[config.mk]
export PLATFORM = sky130hd
export DESIGN_NAME = ps2_mouse_packet_tracker_top
export DESIGN_NICKNAME = d
export VERILOG_FILES = /design/src/design/pmpt_pkg.sv /design/src/design/pmpt_queue.sv /design/src/design/pmpt_front.sv /design/src/design/pmpt_back.sv /design/src/design/ps2_mouse_packet_tracker_top.sv
export SDC_FILE = /design/constraint.sdc
export NUM_CORES = 1
export LEC_CHECK = 0
export ABC_AREA = 1
export BUFFER_PORTS_ARGS = -buffer_cell sky130_fd_sc_hd__buf_2
export CAP_MARGIN = 10
export CORE_MARGIN = 10
export CORE_UTILIZATION = 54
export DETAILED_ROUTE_END_ITERATION = 10
export GPL_TIMING_DRIVEN = 0
export PLACE_DENSITY = 0.74
export RECOVER_POWER = 25
export SLEW_MARGIN = 20
export SYNTH_ARGS = -nofsm -noshare
export SYNTH_HDL_FRONTEND = slang
export SYNTH_SLANG_ARGS = --single-unit
[constraint.sdc]
create_clock -name clock -period 6.7 [get_ports clock]
set_input_delay 0.335 -clock clock [delete_from_list [all_inputs] [get_ports clock]]
set_output_delay 0.335 -clock clock [all_outputs]
set_load 0.005 [all_outputs]
[src/design/pmpt_pkg.sv]
// Package for the PS/2 mouse packet tracker.
// Holds the command codes, the front-end phase states and fixed constants.
// No dependencies; used by pmpt_front, pmpt_back, the top level and the testbench.
package pmpt_pkg;

   localparam int CSR_BITS = 13;
   localparam int QUEUE_DEPTH = 2;

   localparam int HDR_ALWAYS_ONE = 3;
   localparam int HDR_X_SIGN = 4;
   localparam int HDR_Y_SIGN = 5;

   localparam logic [CSR_BITS-1:0] WIDTH_RESET = 13'd800;
   localparam logic [CSR_BITS-1:0] HEIGHT_RESET = 13'd600;
   localparam logic [15:0] CURSOR_X_RESET = 16'd400;
   localparam logic [15:0] CURSOR_Y_RESET = 16'd300;

   typedef enum logic [0:0] {
      CSR_WIDTH  = 1'b0,
      CSR_HEIGHT = 1'b1
   } csr_index_type;

   typedef enum logic [1:0] {
      PH_HEADER = 2'd0,
      PH_XMOVE  = 2'd1,
      PH_YMOVE  = 2'd2
   } phase_type;

   typedef enum logic [2:0] {
      OP_READ   = 3'd0,
      OP_HEADER = 3'd1,
      OP_XMOVE  = 3'd2,
      OP_YMOVE  = 3'd3,
      OP_DROP   = 3'd4
   } op_type;

   typedef struct packed {
      op_type     op;
      logic [7:0] data;
   } cmd_type;

endpackage

[src/design/pmpt_queue.sv]
// Small register queue used between the tracker's front end, back end and result port.
// Depends on nothing; DEPTH must be a power of two of at least two.
module pmpt_queue #(
   parameter int WIDTH = 8,
   parameter int DEPTH = 2
) (
   input  logic             clock,
   input  logic             reset,
   input  logic             push,
   input  logic [WIDTH-1:0] wdata,
   output logic             full,
   input  logic             pop,
   output logic             empty,
   output logic [WIDTH-1:0] rdata
);

   localparam int PW = $clog2(DEPTH);
   localparam int CW = $clog2(DEPTH + 1);

   logic [WIDTH-1:0] mem_ff [DEPTH];
   logic [PW-1:0]    wr_ptr_ff, wr_ptr_in;
   logic [PW-1:0]    rd_ptr_ff, rd_ptr_in;
   logic [CW-1:0]    count_ff, count_in;
   logic             do_push, do_pop;

   assign full = (count_ff == CW'(DEPTH));
   assign empty = (count_ff == '0);
   assign rdata = mem_ff[rd_ptr_ff];
   assign do_push = push && !full;
   assign do_pop = pop && !empty;

   always_comb begin
      wr_ptr_in = do_push ? wr_ptr_ff + 1'b1 : wr_ptr_ff;
      rd_ptr_in = do_pop ? rd_ptr_ff + 1'b1 : rd_ptr_ff;
      count_in = count_ff;
      if (do_push && !do_pop) begin
         count_in = count_ff + 1'b1;
      end else if (do_pop && !do_push) begin
         count_in = count_ff - 1'b1;
      end
   end

   always_ff @(posedge clock) begin
      if (reset) begin
         wr_ptr_ff <= '0;
         rd_ptr_ff <= '0;
         count_ff <= '0;
      end else begin
         wr_ptr_ff <= wr_ptr_in;
         rd_ptr_ff <= rd_ptr_in;
         count_ff <= count_in;
      end
   end

   always_ff @(posedge clock) begin
      if (do_push) begin
         mem_ff[wr_ptr_ff] <= wdata;
      end
   end

endmodule

[src/design/pmpt_front.sv]
// Front end of the PS/2 mouse packet tracker: tracks the byte phase of a packet
// and turns each accepted request into a command. Depends on pmpt_pkg.
module pmpt_front (
   input  logic              clock,
   input  logic              reset,
   input  logic              req_push,
   input  logic              req_type,
   input  logic [7:0]        req_rx_byte,
   output logic              req_full,
   input  logic              cmd_full,
   output logic              cmd_push,
   output pmpt_pkg::cmd_type cmd
);

   pmpt_pkg::phase_type phase_ff, phase_in;
   logic                accept;
   logic                marker;

   assign accept = req_push && !cmd_full;
   assign req_full = cmd_full;
   assign cmd_push = accept;
   assign marker = req_rx_byte[pmpt_pkg::HDR_ALWAYS_ONE];

   always_comb begin
      phase_in = phase_ff;
      if (accept && !req_type) begin
         case (phase_ff)
            pmpt_pkg::PH_XMOVE: phase_in = pmpt_pkg::PH_YMOVE;
            pmpt_pkg::PH_YMOVE: phase_in = pmpt_pkg::PH_HEADER;
            default: phase_in = marker ? pmpt_pkg::PH_XMOVE : pmpt_pkg::PH_HEADER;
         endcase
      end
   end

   always_comb begin
      cmd.data = req_rx_byte;
      if (req_type) begin
         cmd.op = pmpt_pkg::OP_READ;
      end else begin
         case (phase_ff)
            pmpt_pkg::PH_XMOVE: cmd.op = pmpt_pkg::OP_XMOVE;
            pmpt_pkg::PH_YMOVE: cmd.op = pmpt_pkg::OP_YMOVE;
            default: cmd.op = marker ? pmpt_pkg::OP_HEADER : pmpt_pkg::OP_DROP;
         endcase
      end
   end

   always_ff @(posedge clock) begin
      if (reset) begin
         phase_ff <= pmpt_pkg::PH_HEADER;
      end else begin
         phase_ff <= phase_in;
      end
   end

endmodule

[src/design/pmpt_back.sv]
// Back end of the PS/2 mouse packet tracker: executes commands, keeps the cursor,
// buttons, changed flag and screen size, and builds one result per command.
// Depends on pmpt_pkg.
module pmpt_back #(
   parameter int COORD_BITS = 12
) (
   input  logic                      clock,
   input  logic                      reset,
   input  logic                      csr_valid,
   input  logic                      csr_index,
   input  logic [12:0]               csr_wdata,
   input  pmpt_pkg::cmd_type         cmd,
   input  logic                      cmd_empty,
   output logic                      cmd_pop,
   input  logic                      res_full,
   output logic                      res_push,
   output logic [2*COORD_BITS+4:0]   res_data
);

   localparam int SW = ((COORD_BITS > pmpt_pkg::CSR_BITS) ? COORD_BITS : pmpt_pkg::CSR_BITS) + 2;
   localparam logic [SW-1:0] CAP = {{(SW-1){1'b0}}, 1'b1} << COORD_BITS;
   localparam logic [SW-1:0] ONE = {{(SW-1){1'b0}}, 1'b1};

   logic [pmpt_pkg::CSR_BITS-1:0] width_ff, height_ff;
   logic [7:0]                    header_ff, header_in;
   logic [7:0]                    xmove_ff, xmove_in;
   logic [COORD_BITS-1:0]         cursor_x_ff, cursor_x_in;
   logic [COORD_BITS-1:0]         cursor_y_ff, cursor_y_in;
   logic [2:0]                    buttons_ff, buttons_in;
   logic                          changed_ff, changed_in;
   logic signed [SW-1:0]          dx, dy;
   logic [COORD_BITS-1:0]         new_x, new_y;
   logic                          flag_out;
   logic                          done;

   function automatic logic [COORD_BITS-1:0] move_clamp(
      input logic [COORD_BITS-1:0]         pos,
      input logic signed [SW-1:0]          delta,
      input logic [pmpt_pkg::CSR_BITS-1:0] size
   );
      logic [SW-1:0]        sz;
      logic signed [SW-1:0] lim;
      logic signed [SW-1:0] sum;
      logic [COORD_BITS-1:0] r;
      sz = {{(SW-pmpt_pkg::CSR_BITS){1'b0}}, size};
      if (sz > CAP) begin
         sz = CAP;
      end
      lim = signed'(sz - ONE);
      sum = signed'({{(SW-COORD_BITS){1'b0}}, pos}) + delta;
      if (size == '0) begin
         r = '0;
      end else if (sum[SW-1]) begin
         r = '0;
      end else if (sum > lim) begin
         r = lim[COORD_BITS-1:0];
      end else begin
         r = sum[COORD_BITS-1:0];
      end
      return r;
   endfunction

   assign cmd_pop = !cmd_empty && !res_full;
   assign res_push = cmd_pop;

   assign dx = signed'({{(SW-8){header_ff[pmpt_pkg::HDR_X_SIGN]}}, xmove_ff});
   assign dy = -signed'({{(SW-8){header_ff[pmpt_pkg::HDR_Y_SIGN]}}, cmd.data});
   assign new_x = move_clamp(cursor_x_ff, dx, width_ff);
   assign new_y = move_clamp(cursor_y_ff, dy, height_ff);

   always_comb begin
      header_in = header_ff;
      xmove_in = xmove_ff;
      cursor_x_in = cursor_x_ff;
      cursor_y_in = cursor_y_ff;
      buttons_in = buttons_ff;
      changed_in = changed_ff;
      flag_out = changed_ff;
      done = 1'b0;
      if (cmd_pop) begin
         case (cmd.op)
            pmpt_pkg::OP_READ: begin
               changed_in = 1'b0;
            end
            pmpt_pkg::OP_HEADER: begin
               header_in = cmd.data;
            end
            pmpt_pkg::OP_XMOVE: begin
               xmove_in = cmd.data;
            end
            pmpt_pkg::OP_YMOVE: begin
               cursor_x_in = new_x;
               cursor_y_in = new_y;
               buttons_in = header_ff[2:0];
               changed_in = 1'b1;
               flag_out = 1'b1;
               done = 1'b1;
            end
            default: begin
            end
         endcase
      end
   end

   assign res_data = {cursor_x_in, cursor_y_in, buttons_in, flag_out, done};

   always_ff @(posedge clock) begin
      if (reset) begin
         width_ff <= pmpt_pkg::WIDTH_RESET;
         height_ff <= pmpt_pkg::HEIGHT_RESET;
         header_ff <= '0;
         xmove_ff <= '0;
         cursor_x_ff <= pmpt_pkg::CURSOR_X_RESET[COORD_BITS-1:0];
         cursor_y_ff <= pmpt_pkg::CURSOR_Y_RESET[COORD_BITS-1:0];
         buttons_ff <= '0;
         changed_ff <= 1'b0;
      end else begin
         if (csr_valid && (csr_index == pmpt_pkg::CSR_WIDTH)) begin
            width_ff <= csr_wdata;
         end
         if (csr_valid && (csr_index == pmpt_pkg::CSR_HEIGHT)) begin
            height_ff <= csr_wdata;
         end
         header_ff <= header_in;
         xmove_ff <= xmove_in;
         cursor_x_ff <= cursor_x_in;
         cursor_y_ff <= cursor_y_in;
         buttons_ff <= buttons_in;
         changed_ff <= changed_in;
      end
   end

endmodule

[src/design/ps2_mouse_packet_tracker_top.sv]
// Top level of the PS/2 mouse packet tracker.
// Instantiates pmpt_front, two pmpt_queue instances and pmpt_back; uses pmpt_pkg.
//
// Requests enter through a queue-style port: an item transfers when req_push is
// high and req_full is low. req_type 0 carries a received mouse byte, req_type 1
// asks for the position and clears the changed flag. Every request yields
// exactly one result. Results leave through a queue-style port: the oldest
// result is on the rsp_ ports while rsp_empty is low and transfers when rsp_pop
// is high. The csr_ port writes screen width (index 0) and height (index 1);
// csr_ready is always high; the user must make writes while the block is idle;
// the block does not enforce this. The front end classifies each byte by packet
// phase and places a command in a two-entry queue; the back end executes one
// command per cycle while the result queue is not full and writes the result into
// a two-entry result queue. Both queues are registered, and the block sustains
// one request per cycle while results are taken. When the result side stalls,
// both queues fill and req_full rises after at most four waiting requests.
// Reset empties both queues and restores the cursor to its start position, the
// screen size to 800 by 600 and the flag to zero.
module ps2_mouse_packet_tracker_top #(
   parameter int COORD_BITS = 12
) (
   input  logic                  clock,
   input  logic                  reset,
   input  logic                  req_push,
   output logic                  req_full,
   input  logic                  req_type,
   input  logic [7:0]            req_rx_byte,
   output logic                  rsp_empty,
   input  logic                  rsp_pop,
   output logic [COORD_BITS-1:0] rsp_pos_x,
   output logic [COORD_BITS-1:0] rsp_pos_y,
   output logic [2:0]            rsp_button_bits,
   output logic                  rsp_moved_flag,
   output logic                  rsp_packet_done,
   input  logic                  csr_valid,
   output logic                  csr_ready,
   input  logic                  csr_index,
   input  logic [12:0]           csr_wdata
);

   localparam int RW = 2 * COORD_BITS + 5;
   localparam int CMW = $bits(pmpt_pkg::cmd_type);

   pmpt_pkg::cmd_type front_cmd, back_cmd;
   logic              cmd_push, cmd_full, cmd_pop, cmd_empty;
   logic              res_push, res_full;
   logic [RW-1:0]     res_wdata, res_rdata;

   assign csr_ready = 1'b1;

   pmpt_front u_front (
      .clock       (clock),
      .reset       (reset),
      .req_push    (req_push),
      .req_type    (req_type),
      .req_rx_byte (req_rx_byte),
      .req_full    (req_full),
      .cmd_full    (cmd_full),
      .cmd_push    (cmd_push),
      .cmd         (front_cmd)
   );

   pmpt_queue #(
      .WIDTH (CMW),
      .DEPTH (pmpt_pkg::QUEUE_DEPTH)
   ) u_cmd_queue (
      .clock (clock),
      .reset (reset),
      .push  (cmd_push),
      .wdata (front_cmd),
      .full  (cmd_full),
      .pop   (cmd_pop),
      .empty (cmd_empty),
      .rdata (back_cmd)
   );

   pmpt_back #(
      .COORD_BITS (COORD_BITS)
   ) u_back (
      .clock     (clock),
      .reset     (reset),
      .csr_valid (csr_valid),
      .csr_index (csr_index),
      .csr_wdata (csr_wdata),
      .cmd       (back_cmd),
      .cmd_empty (cmd_empty),
      .cmd_pop   (cmd_pop),
      .res_full  (res_full),
      .res_push  (res_push),
      .res_data  (res_wdata)
   );

   pmpt_queue #(
      .WIDTH (RW),
      .DEPTH (pmpt_pkg::QUEUE_DEPTH)
   ) u_res_queue (
      .clock (clock),
      .reset (reset),
      .push  (res_push),
      .wdata (res_wdata),
      .full  (res_full),
      .pop   (rsp_pop),
      .empty (rsp_empty),
      .rdata (res_rdata)
   );

   assign rsp_pos_x = res_rdata[RW-1 -: COORD_BITS];
   assign rsp_pos_y = res_rdata[RW-1-COORD_BITS -: COORD_BITS];
   assign rsp_button_bits = res_rdata[4:2];
   assign rsp_moved_flag = res_rdata[1];
   assign rsp_packet_done = res_rdata[0];

endmodule

==> impl_metrics.toml, run 1 <==
[run_status]
status = "finished, violations left"
violations_in_the_final_reports = "capacitance limit, slew limit"

[drt]
wl_per_cell_um = 15.3
detail_route.vias_per_cell = 5.29
route.final.wire_length_um = 20200
ant_nets = 0
drt_iter0_drc = 493
vias = 6978
route.detailed.drc = 0
drt-pass1-iter-count = 5

[clocking]
tritoncts = "built"
clock_sink_count = 159
clkTransAtPathRegs_ns = 0.06
htreeDepth = 4
post_cts.resized_instances = 0
cts-root-to-sink-buffers = 2
post_cts_buffers = 0
cts_inserted_buffers = 17
clk_latency_ns = 0.43
cts_hold_buf = 0
cts-root-buf = "sky130_fd_sc_hd__clkbuf_16"

[grt]
grt_first_pass_wirelength_um = 33400
via_count_of_the_first_global_routing_pass = 6818
globalRouteTotalUtil_pct = 18.8
grt_start_max_net_pins = 18
grt_overflow = 0
grt_antenna_before_repair = 0

[timing]
final_max_slew_viol_count = 15
finalHoldViolCount = 0
worst_clock_skew_ns = 0.0165
period_needed_ns = 4.68
whs_ns = 0.0976
setup_repair_after_global_routing_missed_its_margin = "false"
timing_worst_slew_pin_value_ns = 1.54
fmaxAchievable_mhz = 214
setup-violations-final = 0
timing.setup.tns_ns = 0
period_share_pct = 69.9
slew_headroom_pct = -3.05
postLayoutSetupSlackWorst_ns = 2.02

[place]
numPortBuffers = 57
dpl_worst_slack_ns = 2.15
sum_of_net_half_perimeters_after_detailed_placement_um = 15900
weighted_congestion_reported_at_the_end_of_routability_driven_placement = 0.879

[setup_path]
path_delay_family = "simple AND/OR/NAND/NOR gates"
setup.worst_path.end_class = "register"
timing.critical_path.slowest_stage_cell = "sky130_fd_sc_hd__mux2i_1"
crit_buf_inv = 3
crit_arrival_ns = 4.84
timing.reg2reg.setup_slack_ns = 2.02
timing.critical_path.mode_cell = "sky130_fd_sc_hd__nand2_1"
crit_path_max_incr_delay_ns = 0.72
worstPathMaxFanout = 10
path_cells = "buf_2 -> mux2i_1 -> ha_1 -> nand2_1 -> inv_1 -> nand2_1 -> nand2_1 -> nand2_1 -> nand3_1 -> a21oi_1 -> o21bai_1 -> xor2_1 -> ha_1 -> a21oi_1 -> nor2_1 -> a211oi_1 -> nand2_2 -> nand2_4 -> buf_2 -> nand4_1 -> nand3_1 -> nand2_1"
reg2reg_to = "u_res_queue.mem_ff[0][7]$_DFFE_PP_"
worst-setup-path-type = "reg -> reg"
worstPathRequired_ns = 6.86
critical_path_launch_point_type = "register"
worst_r2r_path_depth = 22

[die]
die_width_um = 148
dieHeight_um = 148
placementRows = 46
floorplan.initialDensity_pct = 55.5
ios = 60
floorplan.core_area_um2 = 16000
design.die.area_um2 = 22000

[synth]
synthesized_area_per_cell_um2 = 8.77
most_frequent_cells_after_synthesis = "192 x sky130_fd_sc_hd__nand2_1, 102 x sky130_fd_sc_hd__inv_1, 96 x sky130_fd_sc_hd__nor2_1, 80 x sky130_fd_sc_hd__edfxtp_1, 79 x sky130_fd_sc_hd__dfxtp_1"
netlist-cell-type-count = 47
synth_edf_count = 80
synth_area_leaders = "sky130_fd_sc_hd__edfxtp_1 27%, sky130_fd_sc_hd__dfxtp_1 18%, sky130_fd_sc_hd__ha_1 8.3%"
cell_type_contributing_the_most_total_cell_area_after_synthesis = "sky130_fd_sc_hd__edfxtp_1"
synth.most_common_cell = "sky130_fd_sc_hd__nand2_1"
synth_largest_type_area_fraction_pct = 27.0
synth_seq_area_share_pct = 44.9
synth_flop_cell = "sky130_fd_sc_hd__edfxtp_1"
post_synth_inst_count = 1013
synth_area_um2 = 8880
ys_ff_latch = 159
yosysWarnings = 0
synth_fp_nets = 1102
synth-async-reset-ratio_pct = 0

[pwr]
power.switching_fraction_pct = 43.0
vdd.ir_drop.worst_uv = 374
net-switching-power_mw = 2.17
sequentialPowerShare_pct = 28.1
p_leak_nw = 4.46
clkPwrFrac_pct = 18.6
power_density_nw_per_um2 = 502
total_power_mw = 5.05
combPwrFrac_pct = 53.4
internal-power_mw = 2.88

[worst_hold_path]
number_of_instances_on_the_worst_hold_path = 1
worstHoldPathType = "in -> reg"
holdCritStartpoint = "req_rx_byte[6]"
min_delay_worst_endpoint = "u_cmd_queue.mem_ff[1][6]$_DFFE_PP_"

[finish]
fin_util_pct = 62.9
final_layout_size_suffix_gt1_share_pct = 15.4
flow.area_growth_from_synthesis_pct = 13.3
n_antenna_cell = 0
finish.net_count = 1180

[flow_run]
drv.max_cap_violation_count = 1
[layout by cell type (no fill, tap or decap), types with 3 or more instances in the layout]
cell and count:
sky130_fd_sc_hd__nor2_1 96, sky130_fd_sc_hd__nand2_1 192, sky130_fd_sc_hd__o21ai_0 45, sky130_fd_sc_hd__edfxtp_1 80, sky130_fd_sc_hd__o21bai_1 5, sky130_fd_sc_hd__inv_2 3
sky130_fd_sc_hd__mux2_2 29, sky130_fd_sc_hd__a311oi_1 3, sky130_fd_sc_hd__a31oi_1 3, sky130_fd_sc_hd__buf_2 56, sky130_fd_sc_hd__buf_6 3, sky130_fd_sc_hd__nand3_2 10
sky130_fd_sc_hd__clkbuf_1 25, sky130_fd_sc_hd__nand2_2 11, sky130_fd_sc_hd__nand3_1 53, sky130_fd_sc_hd__nand3b_1 3, sky130_fd_sc_hd__inv_6 6, sky130_fd_sc_hd__ha_1 59
sky130_fd_sc_hd__clkinvlp_4 3, sky130_fd_sc_hd__a211oi_1 8, sky130_fd_sc_hd__a21oi_1 69, sky130_fd_sc_hd__xor2_1 28, sky130_fd_sc_hd__a21oi_2 7, sky130_fd_sc_hd__xnor2_1 12
sky130_fd_sc_hd__or2_2 5, sky130_fd_sc_hd__buf_4 4, sky130_fd_sc_hd__inv_1 102, sky130_fd_sc_hd__nor3_1 9, sky130_fd_sc_hd__clkbuf_16 17, sky130_fd_sc_hd__mux2i_1 8
sky130_fd_sc_hd__o211ai_1 7, sky130_fd_sc_hd__nand4_1 33, sky130_fd_sc_hd__dfxtp_1 79, sky130_fd_sc_hd__o21ai_2 4
[power by group through the flow]
stage / registers [mW] / clock network, mW / logic (mW)
after global placement: 1.43 / 0 / 2.59
after detailed placement: 1.44 / 0 / 2.69
after global routing: 1.44 / 0.992 / 3.09
final: 1.42 / 0.938 / 2.70
after CTS: 1.42 / 0.948 / 2.70
after floorplan: 1.41 / 0 / 2.06
[through the flow]
stage | cell area (µm²) | instances
final | 10100 | 1320
after detailed placement | 9510 | 1288
after global placement | 9440 | 1286
after CTS | 10100 | 1320
after floorplan | 8880 | 1013
after global routing | 10100 | 1320
[area by class of cell]
type                            instances  area (µm²)
Sequential cell                       159        3980
Inverter                              106         398
Multi-Input combinational cell        716        4340
Clock inverter                         14         145
Fill cell                            1400        5940
Clock buffer                           18         429
Timing Repair Buffer                   59         333
Buffer                                 32         164
Tap cell                              216         270
[kinds of logic after synthesis]
| family | share of synthesized area [%] |
|---|---|
| simple gates | 21.1 |
| compound gates | 10.4 |
| flops | 44.9 |
| buf+inv | 6.32 |
| fa+ha+maj | 8.76 |
| xor+xnor | 3.94 |
| mux | 4.58 |
| other cells | 0.0422 |
[worst max path at each step]
stage / slack (ns) / end / cells after the start / start
global route: 1.75 / u_res_queue.mem_ff[0][10]$_DFFE_PP_ / 20 / register
global placement: 2.13 / u_res_queue.mem_ff[0][7]$_DFFE_PP_ / 20 / register
detailed placement: 2.15 / u_res_queue.mem_ff[0][7]$_DFFE_PP_ / 22 / register
CTS: 2.10 / u_res_queue.mem_ff[0][7]$_DFFE_PP_ / 21 / register
finish: 2.02 / u_res_queue.mem_ff[0][7]$_DFFE_PP_ / 22 / register
floorplan: 3.05 / u_res_queue.mem_ff[0][11]$_DFFE_PP_ / 21 / register
[layer usage]
metal	track usage [%]	part of all wire (%)	vias to the layer above
met1	25.9	49	3169
met5	0	0	-
met4	5.20	1.3	0
met3	4.10	5.9	21
li1	-	-	3617
met2	29.1	43	171
[sequential cells by signal (all words and copies together) (netlist names), 3 cells and up, named ones only]
| name | flops |
|---|---|
| u_back.buttons_ff | 3 |
| u_back.cursor_x_ff | 12 |
| u_back.cursor_y_ff | 12 |
| u_back.header_ff | 5 |
| u_back.height_ff | 13 |
| u_back.width_ff | 13 |
| u_back.xmove_ff | 8 |
| u_cmd_queue.mem_ff | 22 |
| u_res_queue.mem_ff | 58 |
(Power assumes the default switching activity.)
==> inputs of run 2 (changes only) <==
--- a/config.mk
+++ b/config.mk
@@ -5,14 +5,14 @@
 export SDC_FILE = /design/constraint.sdc
 export NUM_CORES = 1
 export LEC_CHECK = 0
-export ABC_AREA = 1
+export ABC_AREA = 0
 export BUFFER_PORTS_ARGS = -buffer_cell sky130_fd_sc_hd__buf_2
 export CAP_MARGIN = 10
 export CORE_MARGIN = 10
 export CORE_UTILIZATION = 54
 export DETAILED_ROUTE_END_ITERATION = 10
 export GPL_TIMING_DRIVEN = 0
-export PLACE_DENSITY = 0.74
+export PLACE_DENSITY = 0.77
 export RECOVER_POWER = 25
 export SLEW_MARGIN = 20
 export SYNTH_ARGS = -nofsm -noshare
==> constraint.sdc (replaced) <==
create_clock -name clock -period 3.8 [get_ports clock]
set_input_delay 0.19 -clock clock [delete_from_list [all_inputs] [get_ports clock]]
set_output_delay 0.19 -clock clock [all_outputs]
set_load 0.005 [all_outputs]
==> run 2 against run 1 <==
Compared with the run above:
- the run ends with setup timing left
- synthesized cell count shrank 12%
- critical path depth is 2 lower
- combinational power is 100% higher
- largest cell class unchanged
- maximum frequency is 0.65% lower
- worst hold slack got worse by 0.085 ns
- largest power group unchanged
==> impl_metrics.toml, run 2 <==
[synth]
synth.most_common_cell = "sky130_fd_sc_hd__nand2_1"
synth_top_family_by_area = "simple AND/OR/NAND/NOR gates"
synth.mux.area_fraction_pct = 7.65
synth_area_leaders = "sky130_fd_sc_hd__edfxtp_1 27%, sky130_fd_sc_hd__dfxtp_1 18%, sky130_fd_sc_hd__ha_1 8.4%"
most_frequent_cells_after_synthesis = "127 x sky130_fd_sc_hd__nand2_1, 80 x sky130_fd_sc_hd__edfxtp_1, 79 x sky130_fd_sc_hd__dfxtp_1, 79 x sky130_fd_sc_hd__nor2_1, 61 x sky130_fd_sc_hd__a21oi_1"
post_synthesis_compound_gate_area_fraction_pct = 15.1
synth-xor-area-share_pct = 3.68
synthesized_area_per_cell_um2 = 9.89
post_synth_fa_ha_maj_area_fraction_pct = 8.83
yosysWarnings = 0
cell_type_contributing_the_most_total_cell_area_after_synthesis = "sky130_fd_sc_hd__edfxtp_1"
yosys.area_share.simple_pct = 16.6
synth_seq_area_share_pct = 45.2
synth_flop_cell = "sky130_fd_sc_hd__edfxtp_1"
synth_edf_count = 80
synth_fp_nets = 980
netlist-cell-type-count = 71
synth-async-reset-ratio_pct = 0
synth_largest_type_area_fraction_pct = 27.3
post_synth_inst_count = 891
synth_area_um2 = 8810
ys_ff_latch = 159

[setup_path]
worst_r2r_path_depth = 20
crit_path_max_incr_delay_ns = 0.38
setup.worst_path.end_class = "register"
worstPathMaxFanout = 5
reg2reg_to = "u_res_queue.mem_ff[1][10]$_DFFE_PP_"
worst-setup-path-type = "reg -> reg"
critical_path_launch_point_type = "register"
path_cells = "buf_12 -> mux2i_2 -> ha_1 -> o211ai_1 -> o211ai_1 -> a311o_1 -> and2_4 -> nor2_4 -> nor2_4 -> o21ai_2 -> nand2b_4 -> ha_4 -> and4_4 -> nand2_2 -> a21o_1 -> o2bb2ai_2 -> a22oi_2 -> buf_6 -> mux2i_4 -> o21ai_2"
timing.critical_path.slowest_stage_cell = "sky130_fd_sc_hd__dfxtp_4"
crit_arrival_ns = 4.87
timing.reg2reg.setup_slack_ns = -0.91
path_delay_family = "compound AO/OA/AOI/OAI gates"
worstPathRequired_ns = 3.95
crit_buf_inv = 2

[worst_hold_path]
number_of_instances_on_the_worst_hold_path = 3
worstHoldPathType = "in -> reg"
min_delay_worst_endpoint = "u_back.width_ff[8]$_SDFFE_PP1P_"
holdCritStartpoint = "csr_wdata[8]"

[timing]
whs_ns = 0.0125
timing_worst_slew_pin_value_ns = 0.974
timing.setup.tns_ns = -41.90
finalHoldViolCount = 0
postLayoutSetupSlackWorst_ns = -0.911
worst_clock_skew_ns = 0.0124
period_needed_ns = 4.71
setup-violations-final = 69
final_max_slew_viol_count = 0
setup_repair_after_global_routing_missed_its_margin = "true"
period_share_pct = 124
slew_headroom_pct = 34.9
fmaxAchievable_mhz = 212

[pwr]
power_density_nw_per_um2 = 842
vdd.ir_drop.worst_uv = 455
p_leak_nw = 4.41

[drt]
wl_per_cell_um = 19.7
detail_route.vias_per_cell = 6.05
route.detailed.drc = 0
drt_iter0_drc = 775
drt-pass1-iter-count = 10
vias = 7571
ant_nets = 0
route.final.wire_length_um = 24700

[finish]
flow.area_growth_from_synthesis_pct = 28.1
finish.instance_area_um2 = 11300
largest_register = "u_res_queue.mem_ff"
final_layout_size_suffix_gt1_share_pct = 27.7
n_antenna_cell = 0
num-fill-cells = 1082
most_frequent_cells_in_the_layout = "116 x sky130_fd_sc_hd__nand2_1, 80 x sky130_fd_sc_hd__edfxtp_1, 75 x sky130_fd_sc_hd__nor2_1"
largest_register_ffs = 58
most_common_cell_after_layout_fill_and_taps_aside = "sky130_fd_sc_hd__nand2_1"
finish.net_count = 1113
registers_with_the_most_flip_flops = "u_res_queue.mem_ff: 58 flops, u_cmd_queue.mem_ff: 22 flops"

[place]
numPortBuffers = 58
sum_of_net_half_perimeters_after_detailed_placement_um = 15600
weighted_congestion_reported_at_the_end_of_routability_driven_placement = 0.949
dpl_worst_slack_ns = -1.15
place_area_um2 = 9490

[die]
design.die.area_um2 = 21800
dieHeight_um = 148
placementRows = 46
floorplan.initialDensity_pct = 55.3
ios = 60
die_width_um = 148
floorplan.core_area_um2 = 15900

[grt]
grt.met3_usage_pct = 5.25
grt_overflow = 0
grt_antenna_before_repair = 0
grt_start_max_net_pins = 25
grt_most_used_layer = "met2"
via_count_of_the_first_global_routing_pass = 7102
grt_util_met2_pct = 34.6
globalRouteTotalUtil_pct = 20.9
grtUsageMet1_pct = 25.7
grt_first_pass_wirelength_um = 36200

[flow_run]
drv.max_cap_violation_count = 0

[clocking]
htreeDepth = 4
cts-root-buf = "sky130_fd_sc_hd__clkbuf_16"
clock_sink_count = 159
tritoncts = "built"
cts-root-to-sink-buffers = 2
clk_latency_ns = 0.44
clkTransAtPathRegs_ns = 0.07
cts_inserted_buffers = 17

[run_status]
status = "finished, violations left"
violations_in_the_final_reports = "setup timing"
## run 2: cell count changes after synthesis, moves of 9 or more
cell                       previous run  this run
sky130_fd_sc_hd__nand2_1            192       127
sky130_fd_sc_hd__nand3_1             53         9
sky130_fd_sc_hd__nand3_2             10         0
sky130_fd_sc_hd__nand4_1             33         2
sky130_fd_sc_hd__mux2i_1              8        28
sky130_fd_sc_hd__inv_1              102        29
sky130_fd_sc_hd__nor2b_1              0        11
sky130_fd_sc_hd__a21o_1               2        14
sky130_fd_sc_hd__xor2_1              28        18
sky130_fd_sc_hd__nor2_1              96        79
sky130_fd_sc_hd__nand2_2             11         0
sky130_fd_sc_hd__and2_1               1        10
sky130_fd_sc_hd__nand2b_1             0         9
## run 2: through the flow
| step | total power [mW] | utilization, % | std cells |
|---|---|---|---|
| floorplan | 4.89 | - | 891 |
| global placement | 5.62 | 59.1 | 1165 |
| detailed placement | 5.74 | 59.5 | 1167 |
| CTS | 8.94 | 68.8 | 1235 |
| global route | 9.94 | 70.8 | 1252 |
| finish | 9.50 | 70.8 | 1252 |
## run 2: final cells by class
cell class / instances / area (µm²) / area share [%]
Clock inverter: 14 / 174 / 1.54
Multi-Input combinational cell: 669 / 5250 / 46.5
Timing Repair Buffer: 115 / 907 / 8.04
Inverter: 33 / 125 / 1.11
Sequential cell: 159 / 4000 / 35.4
Tap cell: 216 / 270 / 2.39
Buffer: 29 / 139 / 1.23
Clock buffer: 17 / 425 / 3.77
## run 2: power by group
| group | total, mW | switching, mW | internal (mW) |
|---|---|---|---|
| registers | 2.39 | 0.174 | 2.22 |
| logic | 5.40 | 2.62 | 2.78 |
| clock network | 1.71 | 0.773 | 0.937 |
## run 2: layer usage
metal | part of all wire (%) | wire length, µm
met2 | 47 | 11700
met1 | 40 | 9820
met5 | 0 | 0
met3 | 9.1 | 2250
met4 | 3.8 | 944
## run 2: kinds of logic after synthesis
logic type,Yosys count
other,1
and+or+nand+nor,312
adders and majority gates,61
AOI/OAI and AO/OA,196
buffers and inverters,63
muxes,62
DFF,159
xor gates and xnor gates,37
## run 2: worst max path at each step
| stage | from | to | depth (start not counted) |
|---|---|---|---|
| CTS | register | u_res_queue.mem_ff[0][6]$_DFFE_PP_ | 22 |
| floorplan | register | u_res_queue.mem_ff[0][5]$_DFFE_PP_ | 21 |
| global placement | register | u_res_queue.mem_ff[0][10]$_DFFE_PP_ | 19 |
| global route | register | u_res_queue.mem_ff[1][10]$_DFFE_PP_ | 20 |
| detailed placement | register | u_res_queue.mem_ff[1][9]$_DFFE_PP_ | 19 |
| finish | register | u_res_queue.mem_ff[1][10]$_DFFE_PP_ | 20 |
## run 2: worst reg2reg max path, delay by kind of cell (launching register included)
kind,cells,cell delay (ns)
AND/OR/NAND/NOR,6,0.66
flip-flops,1,0.38
multiplexers,2,0.67
AO/OA/AOI/OAI,8,1.76
buffers and inverters,2,0.36
adder cells (fa/ha/maj),2,0.62
## run 2: repair_timing
item                                    in CTS  in global routing
endpoints found under the hold margin       16                  0
setup buffers                               28                 17
pin swaps                                   45                 35
endpoints found under the setup margin      69                 72
gates cloned                                 2                  0
hold buffers                                 8                  0
gates resized for setup                    116                 41
